## config.mk

```make
export PLATFORM = sky130hd
export DESIGN_NAME = lfe_ctrl
export DESIGN_NICKNAME = d
export VERILOG_FILES = /design/src/lfe_pkg.sv /design/src/lfe_ctrl.sv
export VERILOG_INCLUDE_DIRS = /design/src /design/src/src
export SDC_FILE = /design/constraint.sdc
export NUM_CORES = 1
export LEC_CHECK = 0
export ABC_AREA = 0
export CORE_AREA = 10 10 47 49
export CTS_CLUSTER_DIAMETER = 40
export DETAILED_ROUTE_END_ITERATION = 6
export DIE_AREA = 0 0 57 59
export DONT_BUFFER_PORTS = 1
export PLACE_DENSITY_LB_ADDON = 0.1
export SLEW_MARGIN = 15
export SYNTH_ARGS = -nofsm -noshare
export SYNTH_HDL_FRONTEND = slang
export SYNTH_SLANG_ARGS = --single-unit
```

## constraint.sdc

```tcl
create_clock -name clk -period 1.6 [get_ports clk]
set_input_delay 0.08 -clock clk [delete_from_list [all_inputs] [get_ports clk]]
set_output_delay 0.08 -clock clk [all_outputs]
set_load 0.005 [all_outputs]
```

## src/lfo_flanger_effect_assert.svh

```systemverilog
// ---------------------------------------------------------------------------
// lfo_flanger_effect_assert.svh
// Assertion macros shared by the flanger modules. Both expect clk and rst_n.
// ---------------------------------------------------------------------------
`ifndef LFO_FLANGER_EFFECT_ASSERT_SVH
`define LFO_FLANGER_EFFECT_ASSERT_SVH

// Same-cycle implication, disabled during reset.
`define LFE_ASSERT_NOW(label, ante, cons) \
  label: assert property (@(posedge clk) disable iff (!rst_n) (ante) |-> (cons)) \
    else $error("lfe: assertion failed");

// Next-cycle implication, disabled during reset.
`define LFE_ASSERT_NEXT(label, ante, cons) \
  label: assert property (@(posedge clk) disable iff (!rst_n) (ante) |=> (cons)) \
    else $error("lfe: assertion failed");

`endif

```

## src/lfe_pkg.sv

```systemverilog
// ---------------------------------------------------------------------------
// lfe_pkg
// Constants, types and the sine quarter-wave table of the flanger.
// ---------------------------------------------------------------------------
`default_nettype none

package lfe_pkg;

  // Sizes
  localparam int BUFFER_DEPTH     = 1024;
  localparam int SINE_TABLE_DEPTH = 1024;   // power of two
  localparam int BUF_AW     = $clog2(BUFFER_DEPTH);
  localparam int PTR_EXT_W  = BUF_AW + 1;
  localparam int CNT_W      = $clog2(BUFFER_DEPTH + 1);
  localparam int SINE_AW    = $clog2(SINE_TABLE_DEPTH);
  localparam int SINE_QTR   = SINE_TABLE_DEPTH / 4;
  localparam int QTR_AW     = SINE_AW - 2;

  // Field and register widths
  localparam int SAMPLE_W     = 16;
  localparam int PHASE_W      = 32;
  localparam int PHASE_STEP_W = 19;
  localparam int GAIN_W       = 15;
  localparam int DELAY_CFG_W  = 18;
  localparam int CFG_ADDR_W   = 3;
  localparam int CFG_DATA_W   = 19;

  // Reset values of the configuration registers
  localparam logic [PHASE_STEP_W-1:0] PHASE_STEP_RST    = PHASE_STEP_W'(48695);
  localparam logic [GAIN_W-1:0]       DEPTH_GAIN_RST    = GAIN_W'(22938);
  localparam logic [GAIN_W-1:0]       FEEDBACK_GAIN_RST = GAIN_W'(9830);
  localparam logic [GAIN_W-1:0]       WET_LEVEL_RST     = GAIN_W'(13107);
  localparam logic [DELAY_CFG_W-1:0]  BASE_DELAY_RST    = DELAY_CFG_W'(11290);
  localparam logic [DELAY_CFG_W-1:0]  DELAY_SWING_RST   = DELAY_CFG_W'(101606);

  localparam logic [GAIN_W-1:0] FEEDBACK_MAX = GAIN_W'(31130);

  // Delay in samples with 8 fraction bits
  localparam int DELAY_W   = 21;
  localparam int DELAY_MAX = (BUFFER_DEPTH - 1) * 256;

  // Shared multiplier
  localparam int MUL_A_W = 18;
  localparam int MUL_B_W = 19;
  localparam int PROD_W  = MUL_A_W + MUL_B_W;
  localparam int ACC_W   = 33;
  localparam int SAT_W   = 34;

  localparam logic [63:0] HALF_PI_Q30 = 64'd1686629713;

  typedef enum logic [2:0] {
    MUL_NONE,
    MUL_SINE_DEPTH,
    MUL_U_SWING,
    MUL_TAP_NEAR,
    MUL_TAP_FAR,
    MUL_FEEDBACK,
    MUL_DRY,
    MUL_WET
  } mul_sel_t;

  typedef struct packed {
    logic     accept;      // latch sample, look up sine, step phase
    mul_sel_t mul_sel;
    logic     load_delay;  // whole delay and fraction from swing product
    logic     rd_near;
    logic     rd_far;
    logic     cap_near;
    logic     cap_far;
    logic     save_acc;
    logic     load_wet;
    logic     wr_en;       // ring write, pointer advance
    logic     load_out;
  } lfe_cmd_t;

  typedef logic signed [SAMPLE_W-1:0] quarter_rom_t [SINE_QTR];

  // Sine of a quarter-wave position r (Q30, 0 .. 2^30), Taylor series in Q30
  function automatic logic signed [SAMPLE_W-1:0] quarter_sine(input logic [63:0] r);
    logic [63:0] t;
    logic [63:0] t2;
    logic [63:0] term;
    longint      sum;
    longint      q;
    t    = (r * HALF_PI_Q30) >> 30;
    t2   = (t * t) >> 30;
    term = t;
    sum  = longint'(t);
    term = ((term * t2) >> 30) / 64'd6;
    sum  = sum - longint'(term);
    term = ((term * t2) >> 30) / 64'd20;
    sum  = sum + longint'(term);
    term = ((term * t2) >> 30) / 64'd42;
    sum  = sum - longint'(term);
    term = ((term * t2) >> 30) / 64'd72;
    sum  = sum + longint'(term);
    if (sum < 0) sum = 0;
    q = (sum * 32767 + (longint'(1) << 29)) >>> 30;
    if (q > 32767) q = 32767;
    return SAMPLE_W'(q);
  endfunction

  function automatic quarter_rom_t build_quarter();
    quarter_rom_t rom;
    for (int j = 0; j < SINE_QTR; j++) begin
      rom[j] = quarter_sine(64'(j) << (PHASE_W - SINE_AW));
    end
    return rom;
  endfunction

  localparam quarter_rom_t QUARTER_ROM = build_quarter();
  localparam logic signed [SAMPLE_W-1:0] SINE_PEAK = quarter_sine(64'h4000_0000);

  // Full-wave table entry from the quarter-wave table
  function automatic logic signed [SAMPLE_W-1:0] sine_lookup(input logic [SINE_AW-1:0] idx);
    logic [QTR_AW-1:0]          j;
    logic                       peak;
    logic signed [SAMPLE_W-1:0] q;
    j    = idx[QTR_AW-1:0];
    peak = 1'b0;
    if (idx[SINE_AW-2]) begin
      // falling quarter; its first entry is the crest
      if (j == '0) peak = 1'b1;
      else j = QTR_AW'(SINE_QTR - int'(j));
    end
    q = peak ? SINE_PEAK : QUARTER_ROM[j];
    if (idx[SINE_AW-1]) q = -q;
    return q;
  endfunction

  function automatic logic signed [SAMPLE_W-1:0] sat16(input logic signed [SAT_W-1:0] v);
    if (v > SAT_W'(32767)) return 16'sh7fff;
    if (v < -SAT_W'(32768)) return -16'sh8000;
    return v[SAMPLE_W-1:0];
  endfunction

endpackage

`default_nettype wire

```

## src/lfe_ctrl.sv

```systemverilog
// ---------------------------------------------------------------------------
// lfe_ctrl
// Sequencer of the flanger: steps one sample through the shared multiplier
// and the ring RAM, and owns the output valid flag.
// ---------------------------------------------------------------------------
`default_nettype none
`include "lfo_flanger_effect_assert.svh"

module lfe_ctrl
  import lfe_pkg::*;
(
  input  wire logic clk,
  input  wire logic rst_n,
  input  wire logic in_valid,
  output logic      in_ready,
  output logic      out_valid,
  input  wire logic out_ready,
  output lfe_cmd_t  cmd
);

  typedef enum logic [3:0] {
    S_IDLE,
    S_MUL_LFO,
    S_MUL_SWING,
    S_DELAY,
    S_RD1,
    S_RD2,
    S_MUL_T1,
    S_MUL_T2,
    S_WET,
    S_MUL_FB,
    S_MUL_DRY,
    S_MUL_WET,
    S_MIX
  } state_t;

  state_t state_r, state_nxt;
  logic   out_valid_r, out_valid_nxt;

  assign in_ready  = (state_r == S_IDLE);
  assign out_valid = out_valid_r;

  always_comb begin
    cmd       = '0;
    state_nxt = state_r;
    case (state_r)
      S_IDLE: begin
        cmd.accept = in_valid;
        if (in_valid) state_nxt = S_MUL_LFO;
      end
      S_MUL_LFO: begin
        cmd.mul_sel = MUL_SINE_DEPTH;
        state_nxt   = S_MUL_SWING;
      end
      S_MUL_SWING: begin
        cmd.mul_sel = MUL_U_SWING;
        state_nxt   = S_DELAY;
      end
      S_DELAY: begin
        cmd.load_delay = 1'b1;
        state_nxt      = S_RD1;
      end
      S_RD1: begin
        cmd.rd_near = 1'b1;
        state_nxt   = S_RD2;
      end
      S_RD2: begin
        cmd.cap_near = 1'b1;
        cmd.rd_far   = 1'b1;
        state_nxt    = S_MUL_T1;
      end
      S_MUL_T1: begin
        cmd.cap_far = 1'b1;
        cmd.mul_sel = MUL_TAP_NEAR;
        state_nxt   = S_MUL_T2;
      end
      S_MUL_T2: begin
        cmd.save_acc = 1'b1;
        cmd.mul_sel  = MUL_TAP_FAR;
        state_nxt    = S_WET;
      end
      S_WET: begin
        cmd.load_wet = 1'b1;
        state_nxt    = S_MUL_FB;
      end
      S_MUL_FB: begin
        cmd.mul_sel = MUL_FEEDBACK;
        state_nxt   = S_MUL_DRY;
      end
      S_MUL_DRY: begin
        cmd.wr_en   = 1'b1;
        cmd.mul_sel = MUL_DRY;
        state_nxt   = S_MUL_WET;
      end
      S_MUL_WET: begin
        cmd.save_acc = 1'b1;
        cmd.mul_sel  = MUL_WET;
        state_nxt    = S_MIX;
      end
      S_MIX: begin
        // wait here while the previous result is still unclaimed
        if (!out_valid_r || out_ready) begin
          cmd.load_out = 1'b1;
          state_nxt    = S_IDLE;
        end
      end
      default: state_nxt = S_IDLE;
    endcase
  end

  always_comb begin
    out_valid_nxt = out_valid_r;
    if (cmd.load_out) out_valid_nxt = 1'b1;
    else if (out_ready) out_valid_nxt = 1'b0;
  end

  always_ff @(posedge clk) begin
    if (!rst_n) begin
      state_r     <= S_IDLE;
      out_valid_r <= 1'b0;
    end else begin
      state_r     <= state_nxt;
      out_valid_r <= out_valid_nxt;
    end
  end

  `LFE_ASSERT_NEXT(a_accept_starts, in_valid && in_ready, state_r == S_MUL_LFO)
  `LFE_ASSERT_NEXT(a_mix_holds, state_r == S_MIX && out_valid_r && !out_ready, state_r == S_MIX)
  `LFE_ASSERT_NEXT(a_load_out, cmd.load_out, out_valid_r && state_r == S_IDLE)

endmodule

`default_nettype wire

```

; After elaboration in Yosys (flattened, before gate mapping)
; Index checks and enable logic that the tools add are counted.
; Widths: inputs -> output; s select.
[totals]
reg_bits = 5
input_bits = 4
out_inout_bits = 15
elab_cells = 38
[op_classes]
eq_ne = 14
muxes = 16
reduce_logical = 6
[op_table]
columns = op, count
row1 = $pmux 4 s13, 1
row2 = $pmux 3 s7, 1
row3 = $eq 4x4->1 const B, 5
row4 = $eq 4x3->1 const B, 4
row5 = $mux 1, 11
row6 = $eq 4x2->1 const B, 2
row7 = $mux 4, 2
row8 = $eq 4x1->1 const B, 1
row9 = $logic_not 4->1, 1
row10 = $ne 2x2->1 const B, 2
row11 = $mux 2, 1
row12 = $reduce_and 2->1, 1
row13 = $reduce_bool 2->1, 1
row14 = $reduce_or 2->1, 1
row15 = $logic_not 1->1, 1
row16 = $logic_or 1x1->1, 1

; Logic depth before layout (Yosys ltp)
; Gate-level depths: netlist (run 1).
[logic_depth]
ltp_word = 5
depth_mapped = 5

; Least setup slack after synthesis (run 1)
; Ideal clock, no wire load.
[synth_path]
path_type = flip-flop to flip-flop
from = register state_r[1]
to = register state_r[0]
setup_ns = 0.120
arrival_ns = 1.048
required_ns = 1.480
path_slack_ns = 0.432
stages_incl_launch_ff = 4
n_path_buf = 0
synth_period_minus_slack_ns = 1.168
cell_sequence = dfxtp_1 -> or4_4 -> o21ai_2 -> nor3b_1
[synth_via]
elab_chain_cells = 3
word_cells_on_any_way = 17
[synth_lines]
columns = element, line
row1 = start: declaration, lfe_ctrl.sv:37  ; state_t state_r, state_nxt;
row2 = start signal: assignment, lfe_ctrl.sv:122  ; state_r <= state_nxt;
row3 = $eq 4x4->1 / $logic_not 4->1 (equally long branches), lfe_ctrl.sv:46  ; case (state_r)
row4 = $ne 2x2->1 (no source line), --
row5 = $reduce_and 2->1 (no source line), --
; Several ways; a longest one is shown, not always the timed one.
; A chain may end at the register's enable or synchronous reset.

==> results of run 1 <==
## worst max-delay path: stages (launching register included)
cell	delay [ns]
dfxtp_2	0.38
or4_4	0.54
inv_2	0.08
and2_1	0.15
## through the flow
step | worst slack, ns | instance area [sq um] | power (W) | utilization (%) | std cells
final | 0.114 | 427 | 0.000399 | 30.4 | 70
after global routing | 0.0618 | 427 | 0.000421 | 30.4 | 70
after CTS | 0.0349 | 425 | 0.000404 | 30.4 | 70
after detailed placement | 0.272 | 389 | 0.000245 | 27.8 | 65
after global placement | 0.286 | 389 | 0.000244 | 27.8 | 65
after floorplan | 0.432 | 389 | 0.000223 | - | 53
## state kept, by name, indices dropped and copies added (netlist names)
signal and count:
out_valid 1, state_r 4
## logic make-up (layout without fill, tap and decap cells)
logic type             count (synthesis)  count (layout)  share of synthesized area [%]
AO/OA/AOI/OAI                         10              10                           18.0
buffers and inverters                  9              10                           11.9
flip-flops                             5               5                           25.7
AND/OR/NAND/NOR                       27              27                           39.9
XOR/XNOR                               2               2                           4.50
## repair_timing
item,CTS,global route
hold buffers,1,0
resized for setup,0,1
endpoints found under the setup margin,0,1
endpoints found under the hold margin,5,0
## power groups by stage
stage,Sequential (W),Clock [W],Combinational (W)
2_1_floorplan,0.000141,0,0.0000815
3_3_place_gp,0.000145,0,0.0000985
3_5_place_dp,0.000145,0,0.0000997
4_1_cts,0.000143,0.000158,0.000103
5_1_grt,0.000144,0.000162,0.000116
6_report,0.000144,0.000154,0.000101
## Yosys cell counts
cell type,n,area (sq um)
a211o_1,1,8.76
a21o_1,1,7.51
a21oi_1,2,10.0
a22o_1,1,8.76
a31oi_1,1,6.26
and2_1,1,6.26
and3_1,3,18.8
buf_2,4,20.0
buf_4,2,15.0
dfxtp_1,5,100
inv_1,1,3.75
inv_2,2,7.51
nand2_1,3,11.3
nand2b_1,4,25.0
nand3b_1,1,7.51
nor2_1,4,15.0
nor2b_1,3,18.8
nor3_1,4,20.0
nor3b_1,2,15.0
o211ai_1,1,7.51
o21a_1,1,7.51
o21ai_0,1,5.00
o21ai_2,1,8.76
or2_0,1,6.26
or4_4,1,11.3
xor2_1,2,17.5
## worst max-delay path by stage
stage | startpoint | to | slack [ns] | depth (start not counted)
after floorplan | state_r[1] | state_r[0] | 0.43 | 3
after global placement | state_r[2] | state_r[2] | 0.29 | 3
after detailed placement | state_r[2] | state_r[0] | 0.27 | 3
after CTS | state_r[2] | cmd[12] | 0.03 | 3
after global routing | state_r[2] | cmd[12] | 0.06 | 3
final | state_r[2] | cmd[12] | 0.11 | 3
## placed cells by master, fill, tap and decap left out, drive strengths merged
cell         synthesis  final
dfxtp                5      5
nand2b               4      4
nor3                 4      4
nor2                 4      4
clkbuf               0      4
nor2b                3      3
nand2                3      3
and3                 3      3
inv                  3      3
xor2                 2      2
nor3b                2      2
a21oi                2      2
buf                  6      2
o21ai                2      2
or4                  1      1
a211o                1      1
a21o                 1      1
a22o                 1      1
and2                 1      1
nand3b               1      1
a31oi                1      1
or2                  1      1
o211ai               1      1
o21a                 1      1
dlygate4sd3          0      1
## routing by layer
layer / track usage (%) / vias to the layer above / wire length [microns]
met5: 0 / - / 0
met4: 6.04 / 0 / 29
met3: 2.36 / 3 / 56
li1: - / 179 / -
met1: 6.86 / 168 / 461
met2: 10.4 / 11 / 480
## final cells by class
type                       count  area share (%)
timing repair buffer           3            5.87
inverter                       3            2.64
multi-input combinational     39            56.9
tap                           16            4.69
sequential                     5            23.8
clock buffer                   4            6.16
==> metrics.csv, run 1 <==
stage,metric,value,unit
setup_path,critical path class,register to output pin,
floorplan,Starting Density,27.8,%
clock_tree,"CTS clk-pin slew, worst paths",0.05,ns
floorplan,number of cell rows,14,
power,clock network fraction of total power,38.7,%
power,Comb pwr share,25.4,%
sta,final setup fails,0,
final_layout,FF/Latch Area,101,sq um
setup_path,Reg2Reg Depth,3,
routing,DRT iter0 DRCs,3,
setup_path,Critical Path RT,1.52,ns
clock_tree,Post-CTS Setup Inserts,0,
power,PD cells,935,mW/mm^2
logic_synthesis,sequential cell area fraction in the yosys report,25.7,%
logic_synthesis,Avg Inst Size Synth,7.34,sq um
sta,fmax,0.673,GHz
power,Sw Ratio,31.3,%
grt,largest net degree at the start of global routing,13,
final_layout,n_diodes,0,
logic_synthesis,cells after synthesis,53,
grt,vias in the first global route,372,
placed_design,GPL Wtd Cong,0.787,
clock_tree,root buffer cell,clkbuf_4,
final_layout,fillers,167,
min_path,Hold EP,state_r[3],
run_status,outcome,completed,
placed_design,post-detail-place hpwl,802,microns
grt,first-pass GRT wire length,1730,microns
power,worst IR drop on VDD,0.000331,V
setup_path,crit start category,register,
routing,DRT Pass-1 Iters,2,
setup_path,"Max FO, Critical Path",12,
final_layout,# nets final,59,
grt,GRT Total Usage,6.64,%
routing,Final ANT Viol Nets,0,
setup_path,CP Capture Type,output pin,
sta,Rel. slew slack,74.4,%
sta,unrepaired setup endpoints after global routing,no,
sta,period utilization,92.9,%
final_layout,share of layout cells above drive strength 1,18.5,%
clock_tree,CTS tree,done,
sta,hold slack,0.0171,ns
floorplan,die width,57,microns
grt,total gr overflow,0,
final_layout,Layout area overhead,9.65,%
floorplan,I/O Pins,19,
min_path,critical hold path startpoint,in_valid,
placed_design,PortBufs,0,
power,Net Sw Power,0.000125,W
setup_path,CP Data Arrival Time,1.41,ns
clock_tree,CTS max path bufs,2,
sta,Setup Skew,0.00351,ns
final_layout,area of the multi-input gates,243,sq um
floorplan,core area,0.00140,sq mm
setup_path,reg2reg setup slack,0.33,ns
run,max-cap viol count,0,
clock_tree,H-tree depth,1,
floorplan,die area,0.00336,sq mm
setup_path,worst r2r src,state_r[2],
clock_tree,Clock Sinks,5,
sta,fin. max-slew vios,0,
floorplan,height of the die,59,microns
min_path,Worst Hold Depth,2,
routing,via-per-instance ratio,5.16,
clock_tree,worst-skew pair later-pin latency,0.25,ns
routing,Post-Route WL,1030,microns
logic_synthesis,Yosys cell types,26,
logic_synthesis,syn_nets,57,
routing,DRC,0,
min_path,hold crit path type,input port to register,
logic_synthesis,Seq cells post-synth,5,
sta,worst slew pin tran,0.384,ns
power,Internal,0.000274,W
clock_tree,TritonCTS Buffers,3,
power,Seq pwr share,36.0,%
routing,Vias,361,
grt,initial antenna violation count,0,
sta,setup TNS,0,ns
sta,final hold vios,0,
logic_synthesis,Synth Cell Area,389,sq um
sta,crit path time final,1.49,ns
setup_path,r2r endpoint,state_r[0],
routing,drt wl/cell,14.7,microns
logic_synthesis,Yosys warnings,0,
power,Leak,0.178,nW
(Power assumes the default switching activity.)
==> inputs of run 2 (changes only) <==
--- a/config.mk
+++ b/config.mk
@@ -7,6 +7,8 @@
 export NUM_CORES = 1
 export LEC_CHECK = 0
 export ABC_AREA = 0
+export CELL_PAD_IN_SITES_DETAIL_PLACEMENT = 1
+export CELL_PAD_IN_SITES_GLOBAL_PLACEMENT = 1
 export CORE_AREA = 10 10 47 49
 export CTS_CLUSTER_DIAMETER = 40
 export DETAILED_ROUTE_END_ITERATION = 6
==> metrics.csv, run 2 (synthesized netlist as in run 1, its figures left out) <==
stage,metric,value,unit,change
run_status,outcome,completed,,
sta,fmax,0.670,GHz,-0.50%
floorplan,height of the die,59,microns,unchanged
floorplan,I/O Pins,19,,unchanged
placed_design,PortBufs,0,,unchanged
routing,met2 WL,489,microns,+1.9%
sta,crit path time final,1.49,ns,+0.00748 ns
setup_path,"Largest delay share family, worst path",simple AND/OR/NAND/NOR gates,,
placed_design,post-detail-place hpwl,882,microns,+10%
setup_path,"Max FO, Critical Path",12,,unchanged
floorplan,Starting Density,27.8,%,unchanged
setup_path,Max stage delay on crit path,0.55,ns,about the same
setup_path,worst r2r src,state_r[2],,
final_layout,area of the multi-input gates,243,sq um,unchanged
setup_path,reg2reg setup slack,0.31,ns,-0.02 ns
setup_path,CP Data Arrival Time,1.41,ns,about the same
sta,Rel. slew slack,74.3,%,about the same
floorplan,die area,0.00336,sq mm,unchanged
power,Seq pwr share,36.4,%,+0.4 points
routing,via-per-instance ratio,5.17,,+0.28%
routing,DRT Pass-1 Iters,1,,-1
routing,WL met1,529,microns,+15%
routing,Final ANT Viol Nets,0,,unchanged
clock_tree,CTS max path bufs,2,,unchanged
grt,largest net degree at the start of global routing,13,,unchanged
final_layout,max FFs per register,4,,unchanged
routing,DRT iter0 DRCs,0,,-3
min_path,hold crit path type,input port to register,,
final_layout,final core utilization,30.4,%,unchanged
setup_path,Critical Path RT,1.52,ns,about the same
setup_path,CP max-delay cell,or4_4,,
power,Leak,0.178,nW,unchanged
setup_path,crit start category,register,,
routing,WL met3,94,microns,+68%
clock_tree,"CTS clk-pin slew, worst paths",0.05,ns,about the same
power,Comb pwr share,25.4,%,about the same
final_layout,# nets final,59,,unchanged
sta,final setup fails,0,,unchanged
min_path,critical hold path startpoint,in_valid,,
routing,drt wl/cell,16.4,microns,+12%
setup_path,Reg2Reg Depth,3,,unchanged
min_path,Hold EP,state_r[3],,
grt,first-pass GRT wire length,1860,microns,+7.2%
sta,Setup Skew,0.00475,ns,+0.00124 ns
grt,total gr overflow,0,,unchanged
power,Sw Ratio,31.2,%,-0.13 points
power,PD cells,933,mW/mm^2,-0.24%
sta,final hold vios,0,,unchanged
setup_path,crit-path cells,"or4_4, inv_2, and2_1",,
setup_path,buffer and inverter count on the worst path,1,,unchanged
clock_tree,Post-CTS Setup Inserts,0,,unchanged
final_layout,share of layout cells above drive strength 1,18.5,%,unchanged
final_layout,FF/Latch Area,101,sq um,unchanged
run,max-cap viol count,0,,unchanged
routing,Post-Route WL,1150,microns,+12%
sta,period utilization,93.3,%,+0.47 points
setup_path,critical path class,register to output pin,,
final_layout,most frequent cells in the layout,"nand2b_1, nor3_1, nor2_1, dfxtp_1",,
setup_path,r2r endpoint,state_r[0],,
final_layout,Top reg by flops,state_r,,
clock_tree,Clock Sinks,5,,unchanged
power,clock network fraction of total power,38.2,%,-0.5 points
sta,unrepaired setup endpoints after global routing,no,,
clock_tree,H-tree depth,1,,unchanged
grt,initial antenna violation count,0,,unchanged
routing,Vias,362,,+0.28%
setup_path,CP Capture Type,output pin,,
sta,worst slew pin tran,0.385,ns,+0.00103 ns
placed_design,GPL Wtd Cong,0.724,,-8.0%
clock_tree,TritonCTS Buffers,3,,unchanged
power,Net Sw Power,0.000124,W,-0.66%
routing,DRC,0,,unchanged
floorplan,core area,0.00140,sq mm,unchanged
routing,top routing layer in use,met4,,
final_layout,n_diodes,0,,unchanged
clock_tree,worst-skew pair later-pin latency,0.25,ns,about the same
clock_tree,CTS tree,done,,
final_layout,Layout Cells excl Fill,70,,unchanged
clock_tree,root buffer cell,clkbuf_4,,
power,Internal,0.000274,W,about the same
placed_design,placed cells,65,,unchanged
sta,fin. max-slew vios,0,,unchanged
grt,GRT Total Usage,7.09,%,+0.45 points
floorplan,die width,57,microns,unchanged
min_path,Worst Hold Depth,2,,unchanged
grt,vias in the first global route,397,,+6.7%
floorplan,number of cell rows,14,,unchanged
power,worst IR drop on VDD,0.000395,V,+19%
final_layout,fillers,182,,+9.0%
final_layout,Layout area overhead,9.65,%,unchanged
sta,setup TNS,0,ns,unchanged
[run 2: area by class of cell]
class | instances | area share (%)
Clock buffer | 4 | 6.16
Sequential cell | 5 | 23.8
Multi-Input combinational cell | 39 | 56.9
Inverter | 3 | 2.64
Tap cell | 16 | 4.69
Timing Repair Buffer | 3 | 5.87
[run 2: what timing repair did]
item	in CTS	in global routing
endpoints found under the hold margin	5	0
gates resized for setup	0	1
hold buffers	1	0
endpoints found under the setup margin	0	1
[run 2: power by group through the flow]
stage	Sequential [W]	Clock, W	Combinational, W
5_1_grt	0.000147	0.000165	0.000116
2_1_floorplan	0.000141	0	0.0000815
3_5_place_dp	0.000148	0	0.000100
3_3_place_gp	0.000146	0	0.0000977
4_1_cts	0.000145	0.000158	0.000104
6_report	0.000145	0.000152	0.000101
[run 2: layer usage]
layer,GRT usage [%],up-vias
met5,0,-
met4,6.04,0
li1,-,182
met3,2.79,5
met1,7.74,161
met2,10.5,14
[run 2: worst reg2reg max path, cell delays in order, from the launching register on]
cell	delay [ns]
dfxtp_2	0.38
or4_4	0.55
o21ai_2	0.17
nor3b_1	0.07
[run 2: worst max-delay path by stage]
| stage | startpoint | end | slack [ns] | depth (start not counted) |
|---|---|---|---|---|
| 6_report | state_r[2] | cmd[12] | 0.11 | 3 |
| 5_1_grt | state_r[2] | cmd[12] | 0.05 | 3 |
| 4_1_cts | state_r[2] | cmd[12] | 0.01 | 3 |
| 3_5_place_dp | state_r[2] | state_r[2] | 0.24 | 3 |
| 3_3_place_gp | state_r[2] | state_r[0] | 0.29 | 3 |
| 2_1_floorplan | state_r[1] | state_r[0] | 0.43 | 3 |
[run 2: through the flow]
| step | cell area [sq um] | hold slack (ns) | setup slack (ns) | power [W] |
|---|---|---|---|---|
| 6_report | 427 | 0.0360 | 0.106 | 0.000398 |
| 4_1_cts | 425 | 0.0367 | 0.00986 | 0.000407 |
| 2_1_floorplan | 389 | 0.198 | 0.432 | 0.000223 |
| 3_5_place_dp | 389 | 0.210 | 0.236 | 0.000248 |
| 5_1_grt | 427 | 0.0546 | 0.0453 | 0.000428 |
| 3_3_place_gp | 389 | 0.206 | 0.286 | 0.000244 |
==> inputs of run 3 (changes only) <==
--- a/config.mk
+++ b/config.mk
@@ -10,6 +10,7 @@
 export CELL_PAD_IN_SITES_DETAIL_PLACEMENT = 1
 export CELL_PAD_IN_SITES_GLOBAL_PLACEMENT = 1
 export CORE_AREA = 10 10 47 49
+export CTS_BUF_LIST = sky130_fd_sc_hd__clkbuf_8
 export CTS_CLUSTER_DIAMETER = 40
 export DETAILED_ROUTE_END_ITERATION = 6
 export DIE_AREA = 0 0 57 59
==> metrics.csv, run 3 (synthesized netlist as in run 1, its figures left out) <==
stage,metric,value,unit,change
run_status,outcome,completed,,
clock_tree,"CTS clk-pin slew, worst paths",0.04,ns,about the same
power,Leak,0.190,nW,+6.7%
run,max-cap viol count,0,,unchanged
placed_design,post-detail-place hpwl,882,microns,unchanged
clock_tree,Clock Sinks,5,,unchanged
grt,total gr overflow,0,,unchanged
routing,DRT iter0 DRCs,0,,unchanged
final_layout,fillers,178,,-2.2%
sta,Setup Skew,0.00247,ns,-0.00228 ns
setup_path,CP Data Arrival Time,1.38,ns,-0.03 ns
sta,final hold vios,0,,unchanged
setup_path,crit start category,register,,
clock_tree,TritonCTS Buffers,3,,unchanged
power,worst IR drop on VDD,0.000502,V,+27%
sta,unrepaired setup endpoints after global routing,no,,
clock_tree,CTS max path bufs,2,,unchanged
clock_tree,root buffer cell,clkbuf_8,,
grt,GRT Total Usage,7.09,%,unchanged
floorplan,die width,57,microns,unchanged
clock_tree,CTS tree,done,,
grt,initial antenna violation count,0,,unchanged
setup_path,Critical Path RT,1.52,ns,about the same
sta,fmax,0.684,GHz,+2.2%
setup_path,critical path class,register to output pin,,
floorplan,die area,0.00336,sq mm,unchanged
final_layout,Layout area overhead,14.5,%,
sta,period utilization,91.4,%,-2.0 points
final_layout,Top reg by flops,state_r,,
clock_tree,worst-skew pair later-pin latency,0.22,ns,-0.03 ns
floorplan,I/O Pins,19,,unchanged
routing,DRT Pass-1 Iters,1,,unchanged
routing,Vias,361,,-0.28%
final_layout,most frequent cells in the layout,"nand2b_1, nor3_1, nor2_1, dfxtp_1",,
sta,crit path time final,1.46,ns,-0.0315 ns
sta,worst slew pin tran,0.389,ns,+0.00385 ns
setup_path,"Max FO, Critical Path",12,,unchanged
final_layout,# nets final,59,,unchanged
floorplan,Starting Density,27.8,%,unchanged
placed_design,GPL Wtd Cong,0.724,,unchanged
floorplan,height of the die,59,microns,unchanged
final_layout,share of layout cells above drive strength 1,18.5,%,unchanged
grt,vias in the first global route,388,,-2.3%
setup_path,CP Capture Type,output pin,,
routing,Post-Route WL,1140,microns,-0.87%
final_layout,n_diodes,0,,unchanged
placed_design,PortBufs,0,,unchanged
sta,setup slack after layout,0.138,ns,+0.0315 ns
grt,first-pass GRT wire length,1860,microns,+0.38%
routing,via-per-instance ratio,5.16,,-0.28%
sta,fin. max-slew vios,0,,unchanged
routing,Final ANT Viol Nets,0,,unchanged
final_layout,max FFs per register,4,,unchanged
placed_design,Post-Place Worst Slack,0.236,ns,unchanged
sta,final setup fails,0,,unchanged
power,PD cells,1070,mW/mm^2,+14%
sta,setup TNS,0,ns,unchanged
grt,largest net degree at the start of global routing,13,,unchanged
routing,drt wl/cell,16.3,microns,-0.87%
min_path,hold crit path type,input port to register,,
clock_tree,H-tree depth,1,,unchanged
routing,DRC,0,,unchanged
floorplan,number of cell rows,14,,unchanged
floorplan,core area,0.00140,sq mm,unchanged
sta,Rel. slew slack,74.0,%,-0.26 points
[run 3: cell types whose count changed in the layout (fill, tap and decap cells not counted)]
cell	previous run	this run
clkbuf_4	3	0
inv_1	1	2
clkbuf_8	0	3
clkbuf_1	1	0
[run 3: power breakdown]
part	leakage (nW)	switching (W)	internal, W	total [W]
clock network	0.0269	0.0000652	0.000165	0.000230
logic	0.122	0.0000550	0.0000454	0.000100
registers	0.0413	0.0000109	0.000134	0.000145
[run 3: per-stage QoR]
stage / utilization, % / hold WS (ns) / power, W / instances / cell area, sq um
global route: 31.8 / 0.00644 / 0.000509 / 70 / 445
CTS: 31.7 / 0.00865 / 0.000486 / 70 / 444
detailed placement: 27.8 / 0.210 / 0.000248 / 65 / 389
global placement: 27.8 / 0.206 / 0.000244 / 65 / 389
floorplan: - / 0.198 / 0.000223 / 53 / 389
finish: 31.8 / 0.00766 / 0.000476 / 70 / 445
[run 3: worst paths after layout]
path | slack [ns] | start | end | depth (start not counted)
setup / recovery | 0.14 | state_r[2] | cmd[12] | 3
hold / removal | 0.008 | rst_n | state_r[2] | 2
setup reg to reg | 0.31 | state_r[2] | state_r[0] | 3
hold reg to reg | 0.53 | state_r[0] | state_r[0] | 1
[run 3: layer usage]
layer / wire [microns] / share of wire, % / vias to the layer above / track usage (%)
met5: 0 / 0 / - / 0
met4: 29 / 2.5 / 0 / 6.04
met3: 90 / 7.9 / 3 / 2.79
met2: 491 / 43 / 14 / 10.4
met1: 527 / 46 / 162 / 7.86
li1: - / - / 182 / -
[run 3: final cells by class]
class	instances	area (sq um)	share of cell area [%]
multi-input combinational	39	243	54.5
clock inverter	1	3.75	0.843
sequential	5	101	22.8
inverter	3	11.3	2.53
timing repair buffer	3	25.0	5.62
tap	16	20.0	4.49
clock buffer	3	41.3	9.27
[run 3: worst max-delay path, stage by stage, from the launching register on]
cell	delay (ns)
dfxtp_2	0.38
or4_4	0.55
inv_2	0.08
and2_1	0.15
[run 3: what timing repair did]
action	CTS	global route
endpoints found under the setup margin	0	1
setup buffers	0	0
resized for setup	0	1
endpoints found under the hold margin	1	0
hold buffers	1	0
